`config.mk`:
```
export PLATFORM = sky130hd
export DESIGN_NAME = multichannel_moving_average_sampler
export DESIGN_NICKNAME = d
export VERILOG_FILES = /design/src/mmas_pkg.sv /design/src/mmas_ram.sv /design/src/multichannel_moving_average_sampler.sv
export SDC_FILE = /design/constraint.sdc
export NUM_CORES = 1
export LEC_CHECK = 0
export BUFFER_PORTS_ARGS = -buffer_cell sky130_fd_sc_hd__buf_2
export CAP_MARGIN = 0
export CORE_MARGIN = 3
export CORE_UTILIZATION = 60
export CTS_CLUSTER_DIAMETER = 30
export DETAILED_ROUTE_END_ITERATION = 10
export PLACE_DENSITY_LB_ADDON = 0.12
export RECOVER_POWER = 50
export SKIP_CTS_REPAIR_TIMING = 1
export SYNTH_ARGS = -nofsm -noshare
export SYNTH_HDL_FRONTEND = slang
export SYNTH_HIERARCHICAL = 1
export SYNTH_SLANG_ARGS = --single-unit
```
`constraint.sdc`:
```
create_clock -name aclk -period 7.6 [get_ports aclk]
set_input_delay 1.52 -clock aclk [delete_from_list [all_inputs] [get_ports aclk]]
set_output_delay 1.52 -clock aclk [all_outputs]
set_load 0.01 [all_outputs]
```
`src/mmas_pkg.sv`:
```
// ============================================================================
// mmas_pkg - moving average sampler shared definitions
// Sizes, field widths and stream packing used by the sampler and its checker.
// ============================================================================
package mmas_pkg;

    // block sizing
    localparam int CHANNELS    = 5;
    localparam int WINDOW      = 16;
    localparam int SAMPLE_BITS = 12;

    // fixed field widths of the stream payload
    localparam int SAMPLE_FIELD_W = 12;
    localparam int CHAN_FIELD_W   = 3;
    localparam int AVG_FIELD_W    = 12;

    // derived widths
    localparam int SAMPLE_W = (SAMPLE_BITS < SAMPLE_FIELD_W) ? SAMPLE_BITS : SAMPLE_FIELD_W;
    localparam int CH_W     = (CHANNELS > 1) ? $clog2(CHANNELS) : 1;
    localparam int SCAN_W   = $clog2(CHANNELS + 1);
    localparam int SLOT_W   = $clog2(WINDOW);
    localparam int WIN_DEPTH = CHANNELS * WINDOW;
    localparam int WIN_AW   = $clog2(WIN_DEPTH);
    localparam int SUM_W    = SAMPLE_W + $clog2(WINDOW);

    // stream packing
    localparam int S_TDATA_W = 16;
    localparam int M_TDATA_W = 32;

    // input request, tdata bits
    localparam int S_SAMPLE_LSB = 0;
    localparam int S_RCH_LSB    = S_SAMPLE_LSB + SAMPLE_FIELD_W;

    // result, tdata bits
    localparam int M_SCH_LSB  = 0;
    localparam int M_SAVG_LSB = M_SCH_LSB + CHAN_FIELD_W;
    localparam int M_RAVG_LSB = M_SAVG_LSB + AVG_FIELD_W;
    localparam int M_USED_W   = M_RAVG_LSB + AVG_FIELD_W;

endpackage

```
`src/mmas_ram.sv`:
```
// ============================================================================
// mmas_ram - generic single-port-write RAM with registered read
// One write and one read per cycle; read data updates only when rd_en is high.
// ============================================================================
module mmas_ram #(
    parameter int WIDTH = 8,
    parameter int DEPTH = 16
) (
    input  logic                             aclk,
    input  logic                             wr_en,
    input  logic [$clog2(DEPTH > 1 ? DEPTH : 2)-1:0] wr_addr,
    input  logic [WIDTH-1:0]                 wr_data,
    input  logic                             rd_en,
    input  logic [$clog2(DEPTH > 1 ? DEPTH : 2)-1:0] rd_addr,
    output logic [WIDTH-1:0]                 rd_data
);

    logic [WIDTH-1:0] mem [DEPTH];

    // write port
    always_ff @(posedge aclk) begin
        if (wr_en) begin
            mem[wr_addr] <= wr_data;
        end
    end

    // registered read port, returns old data on a same-address write
    always_ff @(posedge aclk) begin
        if (rd_en) begin
            rd_data <= mem[rd_addr];
        end
    end

endmodule

```
`src/multichannel_moving_average_sampler.sv`:
```
// ============================================================================
// multichannel_moving_average_sampler - scanned boxcar averaging of channels
// Stores one converter sample per request into the scanned channel's window
// slot, keeps per-channel running sums and returns floored averages.
// ============================================================================
//
//  channel  | dir | handshake          | tuser         | tdata
//  ---------+-----+--------------------+---------------+------------------------------
//  s_axis   | in  | s_tvalid/s_tready  | period_start  | sample_value, read_channel
//  m_axis   | out | m_tvalid/m_tready  | sample_stored | stored_channel, stored/read avg
//
//  One request per cycle unless the result stalls; a taken request passes the read stage
//  (window/sum memory read at the accepting edge), then updates into the result register.
//  Throughput is set by the read-modify-write of the sum memory, forwarded so
//  that back-to-back requests to the same channel see the freshest sum.
//  Reset clears the scan position, slot cursor and the valid bits that make
//  never-written window entries and sums read as zero; no clearing pass.
//  A stalled result holds the update stage; one more request is still taken.
//
module multichannel_moving_average_sampler (
    input  logic                          aclk,
    input  logic                          aresetn,
    // input requests
    input  logic                          s_tvalid,
    output logic                          s_tready,
    input  logic [mmas_pkg::S_TDATA_W-1:0] s_tdata,  // sample_value[11:0], read_channel[14:12]
    input  logic                          s_tuser,   // period_start
    // results
    output logic                          m_tvalid,
    input  logic                          m_tready,
    output logic [mmas_pkg::M_TDATA_W-1:0] m_tdata,  // stored_channel[2:0], stored_average[14:3],
                                                     // read_average[26:15]
    output logic                          m_tuser    // sample_stored
);

    import mmas_pkg::*;

    // ------------------------------------------------------------------
    // request fields
    logic                    period_start;
    logic [SAMPLE_W-1:0]     sample_in;
    logic [CHAN_FIELD_W-1:0] read_channel;

    assign period_start = s_tuser;
    assign sample_in    = s_tdata[S_SAMPLE_LSB +: SAMPLE_W];
    assign read_channel = s_tdata[S_RCH_LSB +: CHAN_FIELD_W];

    // ------------------------------------------------------------------
    // scan state
    logic [SCAN_W-1:0] scan_reg, scan_next;
    logic [SLOT_W-1:0] slot_reg, slot_next;

    // read stage
    logic                s1_valid_reg;
    logic                s1_store_reg;
    logic [CH_W-1:0]     s1_ch_reg;
    logic [WIN_AW-1:0]   s1_addr_reg;
    logic [SAMPLE_W-1:0] s1_sample_reg;
    logic [CH_W-1:0]     s1_rch_reg;
    logic                s1_rch_ok_reg;
    logic                s1_fwd_a_reg;
    logic                s1_fwd_b_reg;
    logic [SUM_W-1:0]    s1_fwd_sum_reg;

    // result register
    logic                   m_valid_reg;
    logic                   m_stored_reg;
    logic [CHAN_FIELD_W-1:0] m_sch_reg;
    logic [AVG_FIELD_W-1:0] m_savg_reg;
    logic [AVG_FIELD_W-1:0] m_ravg_reg;

    // valid bits for never-written entries
    logic [WIN_DEPTH-1:0] win_vld_reg;
    logic [CHANNELS-1:0]  sum_vld_reg;

    // memory read data
    logic [SAMPLE_W-1:0] win_rd;
    logic [SUM_W-1:0]    suma_rd;
    logic [SUM_W-1:0]    sumb_rd;

    // ------------------------------------------------------------------
    // handshake
    logic accept;
    logic b_adv;
    logic b_fire;
    logic wb_en;

    assign b_adv    = !m_valid_reg || m_tready;
    assign b_fire   = s1_valid_reg && b_adv;
    assign wb_en    = b_fire && s1_store_reg;
    assign s_tready = !s1_valid_reg || b_adv;
    assign accept   = s_tvalid && s_tready;

    // ------------------------------------------------------------------
    // scan position and window address for the incoming request
    logic [SCAN_W-1:0] scan_eff;
    logic [SLOT_W-1:0] slot_eff;
    logic              store_a;
    logic [CH_W-1:0]   ch_a;
    logic [WIN_AW-1:0] addr_a;
    logic              rch_ok_a;
    logic [CH_W-1:0]   rch_a;

    always_comb begin
        scan_eff = scan_reg;
        slot_eff = slot_reg;
        if (period_start) begin
            scan_eff = '0;
            if (slot_reg == SLOT_W'(WINDOW - 1)) begin
                slot_eff = '0;
            end else begin
                slot_eff = slot_reg + 1'b1;
            end
        end
        store_a  = (scan_eff < SCAN_W'(CHANNELS));
        ch_a     = CH_W'(scan_eff);
        addr_a   = WIN_AW'(ch_a) * WIN_AW'(WINDOW) + WIN_AW'(slot_eff);
        rch_ok_a = ({1'b0, read_channel} < (CHAN_FIELD_W + 1)'(CHANNELS));
        rch_a    = CH_W'(read_channel);
        scan_next = store_a ? scan_eff + 1'b1 : scan_eff;
        slot_next = slot_eff;
    end

    // ------------------------------------------------------------------
    // update stage: old entry out, new sample in
    logic [SAMPLE_W-1:0] old_sample;
    logic [SUM_W-1:0]    sum_old;
    logic [SUM_W-1:0]    sum_new;
    logic [SUM_W-1:0]    rsum;
    logic [SUM_W-1:0]    savg_full;
    logic [SUM_W-1:0]    ravg_full;

    always_comb begin
        old_sample = win_vld_reg[s1_addr_reg] ? win_rd : '0;
        if (s1_fwd_a_reg) begin
            sum_old = s1_fwd_sum_reg;
        end else if (sum_vld_reg[s1_ch_reg]) begin
            sum_old = suma_rd;
        end else begin
            sum_old = '0;
        end
        sum_new = sum_old - SUM_W'(old_sample) + SUM_W'(s1_sample_reg);

        // read channel sees this request's own update
        if (!s1_rch_ok_reg) begin
            rsum = '0;
        end else if (s1_store_reg && (s1_rch_reg == s1_ch_reg)) begin
            rsum = sum_new;
        end else if (s1_fwd_b_reg) begin
            rsum = s1_fwd_sum_reg;
        end else if (sum_vld_reg[s1_rch_reg]) begin
            rsum = sumb_rd;
        end else begin
            rsum = '0;
        end

        savg_full = s1_store_reg ? sum_new / SUM_W'(WINDOW) : '0;
        ravg_full = rsum / SUM_W'(WINDOW);
    end

    // ------------------------------------------------------------------
    // control registers
    always_ff @(posedge aclk) begin
        if (!aresetn) begin
            scan_reg     <= '0;
            slot_reg     <= '0;
            s1_valid_reg <= 1'b0;
            m_valid_reg  <= 1'b0;
            win_vld_reg  <= '0;
            sum_vld_reg  <= '0;
        end else begin
            if (accept) begin
                scan_reg <= scan_next;
                slot_reg <= slot_next;
            end
            if (accept) begin
                s1_valid_reg <= 1'b1;
            end else if (b_fire) begin
                s1_valid_reg <= 1'b0;
            end
            if (b_fire) begin
                m_valid_reg <= 1'b1;
            end else if (m_tready) begin
                m_valid_reg <= 1'b0;
            end
            if (wb_en) begin
                win_vld_reg[s1_addr_reg] <= 1'b1;
                sum_vld_reg[s1_ch_reg]   <= 1'b1;
            end
        end
    end

    // read stage payload, with forwarding of the sum written back this edge
    always_ff @(posedge aclk) begin
        if (accept) begin
            s1_store_reg   <= store_a;
            s1_ch_reg      <= ch_a;
            s1_addr_reg    <= addr_a;
            s1_sample_reg  <= sample_in;
            s1_rch_reg     <= rch_a;
            s1_rch_ok_reg  <= rch_ok_a;
            s1_fwd_a_reg   <= wb_en && (s1_ch_reg == ch_a);
            s1_fwd_b_reg   <= wb_en && (s1_ch_reg == rch_a);
            s1_fwd_sum_reg <= sum_new;
        end
    end

    // result payload
    always_ff @(posedge aclk) begin
        if (b_fire) begin
            m_stored_reg <= s1_store_reg;
            m_sch_reg    <= s1_store_reg ? CHAN_FIELD_W'(s1_ch_reg) : '0;
            m_savg_reg   <= AVG_FIELD_W'(savg_full);
            m_ravg_reg   <= AVG_FIELD_W'(ravg_full);
        end
    end

    // ------------------------------------------------------------------
    // window store
    mmas_ram #(
        .WIDTH (SAMPLE_W),
        .DEPTH (WIN_DEPTH)
    ) u_win_ram (
        .aclk    (aclk),
        .wr_en   (wb_en),
        .wr_addr (s1_addr_reg),
        .wr_data (s1_sample_reg),
        .rd_en   (accept),
        .rd_addr (addr_a),
        .rd_data (win_rd)
    );

    // running sums, copy read at the stored channel
    mmas_ram #(
        .WIDTH (SUM_W),
        .DEPTH (CHANNELS)
    ) u_suma_ram (
        .aclk    (aclk),
        .wr_en   (wb_en),
        .wr_addr (s1_ch_reg),
        .wr_data (sum_new),
        .rd_en   (accept),
        .rd_addr (ch_a),
        .rd_data (suma_rd)
    );

    // running sums, copy read at the read channel
    mmas_ram #(
        .WIDTH (SUM_W),
        .DEPTH (CHANNELS)
    ) u_sumb_ram (
        .aclk    (aclk),
        .wr_en   (wb_en),
        .wr_addr (s1_ch_reg),
        .wr_data (sum_new),
        .rd_en   (accept),
        .rd_addr (rch_a),
        .rd_data (sumb_rd)
    );

    // ------------------------------------------------------------------
    // result port
    assign m_tvalid = m_valid_reg;
    assign m_tuser  = m_stored_reg;
    assign m_tdata  = {(M_TDATA_W - M_USED_W)'(0), m_ravg_reg, m_savg_reg, m_sch_reg};

endmodule

```
Yosys cells after proc, flatten, opt, wreduce, memory -nomap -nowiden
Memory sizes are Yosys's and may differ from the RTL's. A register that Yosys moved wholly into a read port is not among the register bits.
Cells that the tools add are included.
{"block": "word_totals", "reg_bits": 167, "latchBits": 0, "ram_bits": 1120, "romBits": 0, "in_bits": 21, "word_cells": 80, "n_memories": 3}
{"block": "op_classes", "n_addsub": 5, "n_mul": 0, "div_mod_pow": 0, "magnitude_cmp": 7, "eq_ne": 4, "shifts": 0, "n_mux": 26, "bitwise_logic": 2, "n_reduce_logical": 14}
{"name": "u_win_ram.mem", "words": 80, "width": 12, "read_ports": 1, "rd_clocked_by_memory_dff": 1, "wr": 1, "line": "mmas_ram.sv:18", "rtl": "logic [WIDTH-1:0] mem [DEPTH];"}
{"name": "u_suma_ram.mem", "words": 5, "width": 16, "read_ports": 1, "rd_clocked_by_memory_dff": 1, "wr": 1, "line": "mmas_ram.sv:18"}
{"name": "u_sumb_ram.mem", "words": 5, "width": 16, "read_ports": 1, "rd_clocked_by_memory_dff": 1, "wr": 1, "line": "mmas_ram.sv:18"}
{"operator": "$mux W16", "count": 5}
{"operator": "$or A80 B80 Y80", "count": 1}
{"operator": "$add A16 B12 Y16", "count": 1}
{"operator": "$sub A16 B12 Y16", "count": 1}
{"operator": "$mux W12", "count": 1}
{"operator": "$mux W1", "count": 11}
{"operator": "$eq A3 B3 Y1", "count": 3}
{"operator": "$logic_and A1 B1 Y1", "count": 8}
{"operator": "$lt A3 B4 Y1 const B", "count": 2}
{"operator": "$lt A7 B8 Y1 const B", "count": 1}
{"operator": "$mux W4", "count": 2}
{"operator": "$add A7 B4 Y7", "count": 1}
{"operator": "$bmux W1 S7", "count": 1}
{"operator": "$demux W1 S7", "count": 1}
{"operator": "$ge A7 B1 Y1 const B", "count": 1}
{"operator": "$bmux W1 S3", "count": 2}
{"operator": "$lt A3 B3 Y1 const B", "count": 2}
{"operator": "$mux W3", "count": 2}
{"operator": "$or A5 B5 Y5", "count": 1}
{"operator": "$add A4 B1 Y4 const B", "count": 1}
{"operator": "$eq A4 B4 Y1 const B", "count": 1}
{"operator": "$reduce_bool A2 Y1", "count": 2}
{"operator": "$add A3 B1 Y3 const B", "count": 1}
{"operator": "$demux W1 S3", "count": 1}
{"operator": "other kinds (3)", "count": 5}

Depth between registers and ports, before layout
{"block": "depth", "ltp_word": 7, "ltp_mapped": 19}

Modules after synthesis
Netlist, hierarchy kept.
{"module": "mmas_ram (u_win_ram)", "instances": 1, "cells_per_inst": 1602, "area_per_inst_um2": 37257.0, "seq_area_each_um2": 29188.0}
{"module": "multichannel_moving_average_sampler", "instances": 1, "cells_per_inst": 808, "area_per_inst_um2": 8256.7, "seq_area_each_um2": 3983.8}
{"module": "mmas_ram (u_suma_ram ...)", "instances": 2, "cells_per_inst": 194, "area_per_inst_um2": 3662.3, "seq_area_each_um2": 2882.8}

Worst setup path before layout
Ideal clock, no wire load.
{"block": "synth_timing", "path_type": "input to register", "from": "in m_tready", "to": "reg slot_reg[2]", "setup_ps": 115, "arrival_time_ps": 4515, "required_ps": 7485, "slack_ps": 2970, "cell_stages": 7, "cell_sequence": "nor2b_1 -> nand2_1 -> nand2_1 -> clkinv_1 -> nand3_1 -> xnor2_1 -> and2_1"}
{"block": "synth_via", "elab_chain_len": 3}
{"element": "start: declaration", "line": "multichannel_moving_average_sampler.sv:30", "rtl": "input logic m_tready,"}
{"element": "$logic_or A1 B1 Y1", "line": "multichannel_moving_average_sampler.sv:88", "rtl": "assign b_adv = !m_valid_reg || m_tready;"}
{"element": "$logic_or A1 B1 Y1", "line": "multichannel_moving_average_sampler.sv:91", "rtl": "assign s_tready = !s1_valid_reg || b_adv;"}
{"element": "net s_tready", "line": "multichannel_moving_average_sampler.sv:25", "rtl": "output logic s_tready,"}
{"element": "$logic_and A1 B1 Y1", "line": "multichannel_moving_average_sampler.sv:92", "rtl": "assign accept = s_tvalid && s_tready;"}
{"element": "net accept", "line": "multichannel_moving_average_sampler.sv:83", "rtl": "logic accept;"}
{"element": "end signal: assignment", "line": "multichannel_moving_average_sampler.sv:174", "rtl": "slot_reg <= slot_next;"}
{"element": "end: declaration", "line": "multichannel_moving_average_sampler.sv:51", "rtl": "logic [SLOT_W-1:0] slot_reg, slot_next;"}
The timed path passes the listed nets, and every way through them passes these cells.
A chain may end at the register's enable or synchronous reset.

Worst setup path in the final report
{"block": "layout_timing", "from": "reg s1_sample_reg[8]", "to": "reg m_ravg_reg[8], data pin"}
{"block": "layout_via", "elab_chain_len": 2}
{"element": "start: declaration", "line": "multichannel_moving_average_sampler.sv:58", "rtl": "logic [SAMPLE_W-1:0] s1_sample_reg;"}
{"element": "start signal: assignment", "line": "multichannel_moving_average_sampler.sv:199", "rtl": "s1_sample_reg <= sample_in;"}
{"element": "$add A16 B12 Y16", "line": "multichannel_moving_average_sampler.sv:142", "rtl": "sum_new = sum_old - SUM_W'(old_sample) + SUM_W'(s1_sample_reg);"}
{"element": "net sum_new[12]", "line": "multichannel_moving_average_sampler.sv:128", "rtl": "logic [SUM_W-1:0] sum_new;"}
{"element": "$mux W16", "line": "multichannel_moving_average_sampler.sv:147", "rtl": "end else if (s1_store_reg && (s1_rch_reg == s1_ch_reg)) begin"}
{"element": "end signal: assignment", "line": "multichannel_moving_average_sampler.sv:214", "rtl": "m_ravg_reg <= AVG_FIELD_W'(ravg_full);"}
{"element": "end: declaration", "line": "multichannel_moving_average_sampler.sv:70", "rtl": "logic [AVG_FIELD_W-1:0] m_ravg_reg;"}
The timed path passes the listed nets, and every way through them passes these cells.

==> results.txt <==
The actual transition at the worst max-transition pin is 4210 ps. The time the final worst path needs with I/O delays and setup came out at 6390 ps. Across the VDD grid, the largest voltage drop is 0.258 mV. The reported max-cap violation count came out at 10. The worst setup path is launched from a flop. In this run the static leakage power is 20.0 nW. In this run the worst path has a maximum fanout of 81. The total CTS buffers came out at 221.

The first global-routing pass estimated 179000 um of wire. The final worst-path cycle share came out at 84.0%. The via count of the first global-routing pass is 27.8k. The die covers 90200 um2. The antenna diode count came out at 0. The cell count after synthesis is 2754. The last weighted congestion value of the routability-driven placer came out at 0.869. The data arrival time of the critical path is 7030 ps. The cell-internal power came out at 0.0155 W. The detailed-route DRC error count is 0. The synthesized netlist occupies a cell area of 52000 um2.

The die is 300 um tall. The top cell types in the final layout, fill and taps aside, are edfxtp_1, mux4_2, clkbuf_16, nor2_1, dfxtp_1. The sink count of the clock tree is 1304. The detailed-route via count is 27.5k. The library cell used most frequently in the layout, excluding fill and tap cells, is edfxtp_1. The worst setup path is captured at a flop. Per report_power, the combinational group accounts for 7.5% of the total. The final global-route overflow total came out at 0.

The flip-flop count of the largest register, all copies and words added came out at 960. The count of endpoints failing hold in the final timing report came out at 0. The run finished, with violations left. The number of antenna violations at the first check in global routing came out at 1.

The H-tree depth is 4. In this run the power density over the cells is 328 nW/um2. The region available for standard cell placement spans 85500 um2.

The setup slack after layout is 1210 ps. The number of pins with negative max-slew slack in the final report came out at 581. In the routed layout, each cell is associated on average with a via count of 6.39.

The clock insertion delay at the later pin of the skew report came out at 790 ps. The number of detailed-routing iterations run before antenna repair came out at 7. The average wire per cell in the routed design came out at 27.8 um.

TritonCTS built the clock tree. Prior to clock tree synthesis, the placed netlist has a worst setup slack of 1400 ps. The ratio of cells with drive above 1 in the final layout is 22.8%. The final layout net count is 3009. The total wirelength of the detailed-routed design came out at 119000 um.

The detail route stage leaves a number of antenna-violating nets equal to 0. The starting utilization of the core area is 60.8%. In this run, flip-flops and latches consume 41.8% of the power. The initial detailed-routing violation count is 3111.

The area added between synthesis and finish came out at 17.7%. Static timing analysis puts the maximum clock frequency at 157 MHz. Setup repair after global routing left no endpoint under its margin. The critical path in this run is classified as flop to flop.

The half-perimeter wire length of the detailed placement result came out at 65900 um. The count of warnings emitted by yosys is 6. On the final layout, the worst clock skew is 37.3 ps. The per-instance average area after synthesis is 18.9 um2. Of the total power, the share spent switching nets is 22.7%.

The clock passes through at most 3 buffers. The total power is 0.0200 W. The root buffer cell chosen for the clock tree is clkbuf_16.

In the final timing run, aggregate negative setup slack is 0 ps. The worst hold-check path type is flop to flop. The number of failing setup endpoints in the final timing report came out at 0. In this run the core area contains 107 standard-cell rows. In this run the tool buffered the top-level ports with 49 buffer cells. The number of top-level design ports is 56. After clock tree synthesis, the clock-pin slew on the worst setup and hold paths is 60 ps. The largest net degree at the start of global routing is 95.

The final reports fail on max-capacitance violations, max-slew violations. The clock share of power is 50.7%. The analysis attributes to net switching a power of 0.00454 W. In the global route stage, overall resource usage came out at 27.0%. The data required time of the critical path came out at 8250 ps.

The die is 300 um wide. Headroom to the max-slew limit came out at -181%.
## area by class of cell
cell class                      instances  area [um2]
Clock buffer                          251        5740
Clock inverter                        169        2050
Fill cell                            5101       24400
Inverter                               77         290
Multi-Input combinational cell       1228       12600
Sequential cell                      1304       38200
Tap cell                             1144        1430
Timing Repair Buffer                  126         803
## power by group through the flow
stage	registers [W]	logic (W)	clock network [W]
CTS	0.00837	0.00150	0.0103
floorplan	0.00852	0.000868	0
global route	0.00838	0.00160	0.0107
finish	0.00838	0.00149	0.0102
global placement	0.00849	0.00143	0
detailed placement	0.00850	0.00149	0
## worst max-delay path, cell delays in order, from the launching register on
cell,delay (ps)
edfxtp_1,330
clkbuf_1,2610
inv_1,300
fa_1,690
inv_1,40
ha_1,350
nand2_1,70
nor2_1,170
a311o_1,320
a21oi_1,120
xnor2_1,940
o211a_1,290
## layer usage
| metal | part of all wire, % | wire [um] | vias up | GRT usage (%) |
|---|---|---|---|---|
| li1 | - | - | 11700 | - |
| met1 | 40 | 47900 | 14300 | 38.7 |
| met2 | 49 | 58300 | 1309 | 42.5 |
| met3 | 7.9 | 9430 | 221 | 4.79 |
| met4 | 3.2 | 3770 | 0 | 10.2 |
| met5 | 0 | 0 | - | 0 |
## through the flow
step / util, % / hold slack, ps / cells / instance area (um2)
6_report: 71.5 / 460 / 4299 / 61200
5_1_grt: 71.5 / 475 / 4299 / 61200
4_1_cts: 71.7 / 463 / 4299 / 61300
3_5_place_dp: 62.6 / 450 / 3879 / 53500
3_3_place_gp: 62.6 / 440 / 3879 / 53500
2_1_floorplan: - / 432 / 2758 / 52000
## path summary, 6_finish.rpt
| path | start | to | slack (ps) | cells past startpoint |
|---|---|---|---|---|
| hold reg to reg | win_vld_reg[71]$_SDFFE_PN0P_ | win_vld_reg[71]$_SDFFE_PN0P_ | 460 | 1 |
| hold / removal | win_vld_reg[71]$_SDFFE_PN0P_ | win_vld_reg[71]$_SDFFE_PN0P_ | 460 | 1 |
| setup reg to reg | s1_sample_reg[8]$_DFFE_PP_ | m_ravg_reg[8]$_SDFFCE_PN0P_ | 1210 | 11 |
| setup / recovery | s1_sample_reg[8]$_DFFE_PP_ | m_ravg_reg[8]$_SDFFCE_PN0P_ | 1210 | 11 |
Note: power is estimated with default switching activity, not from simulation.
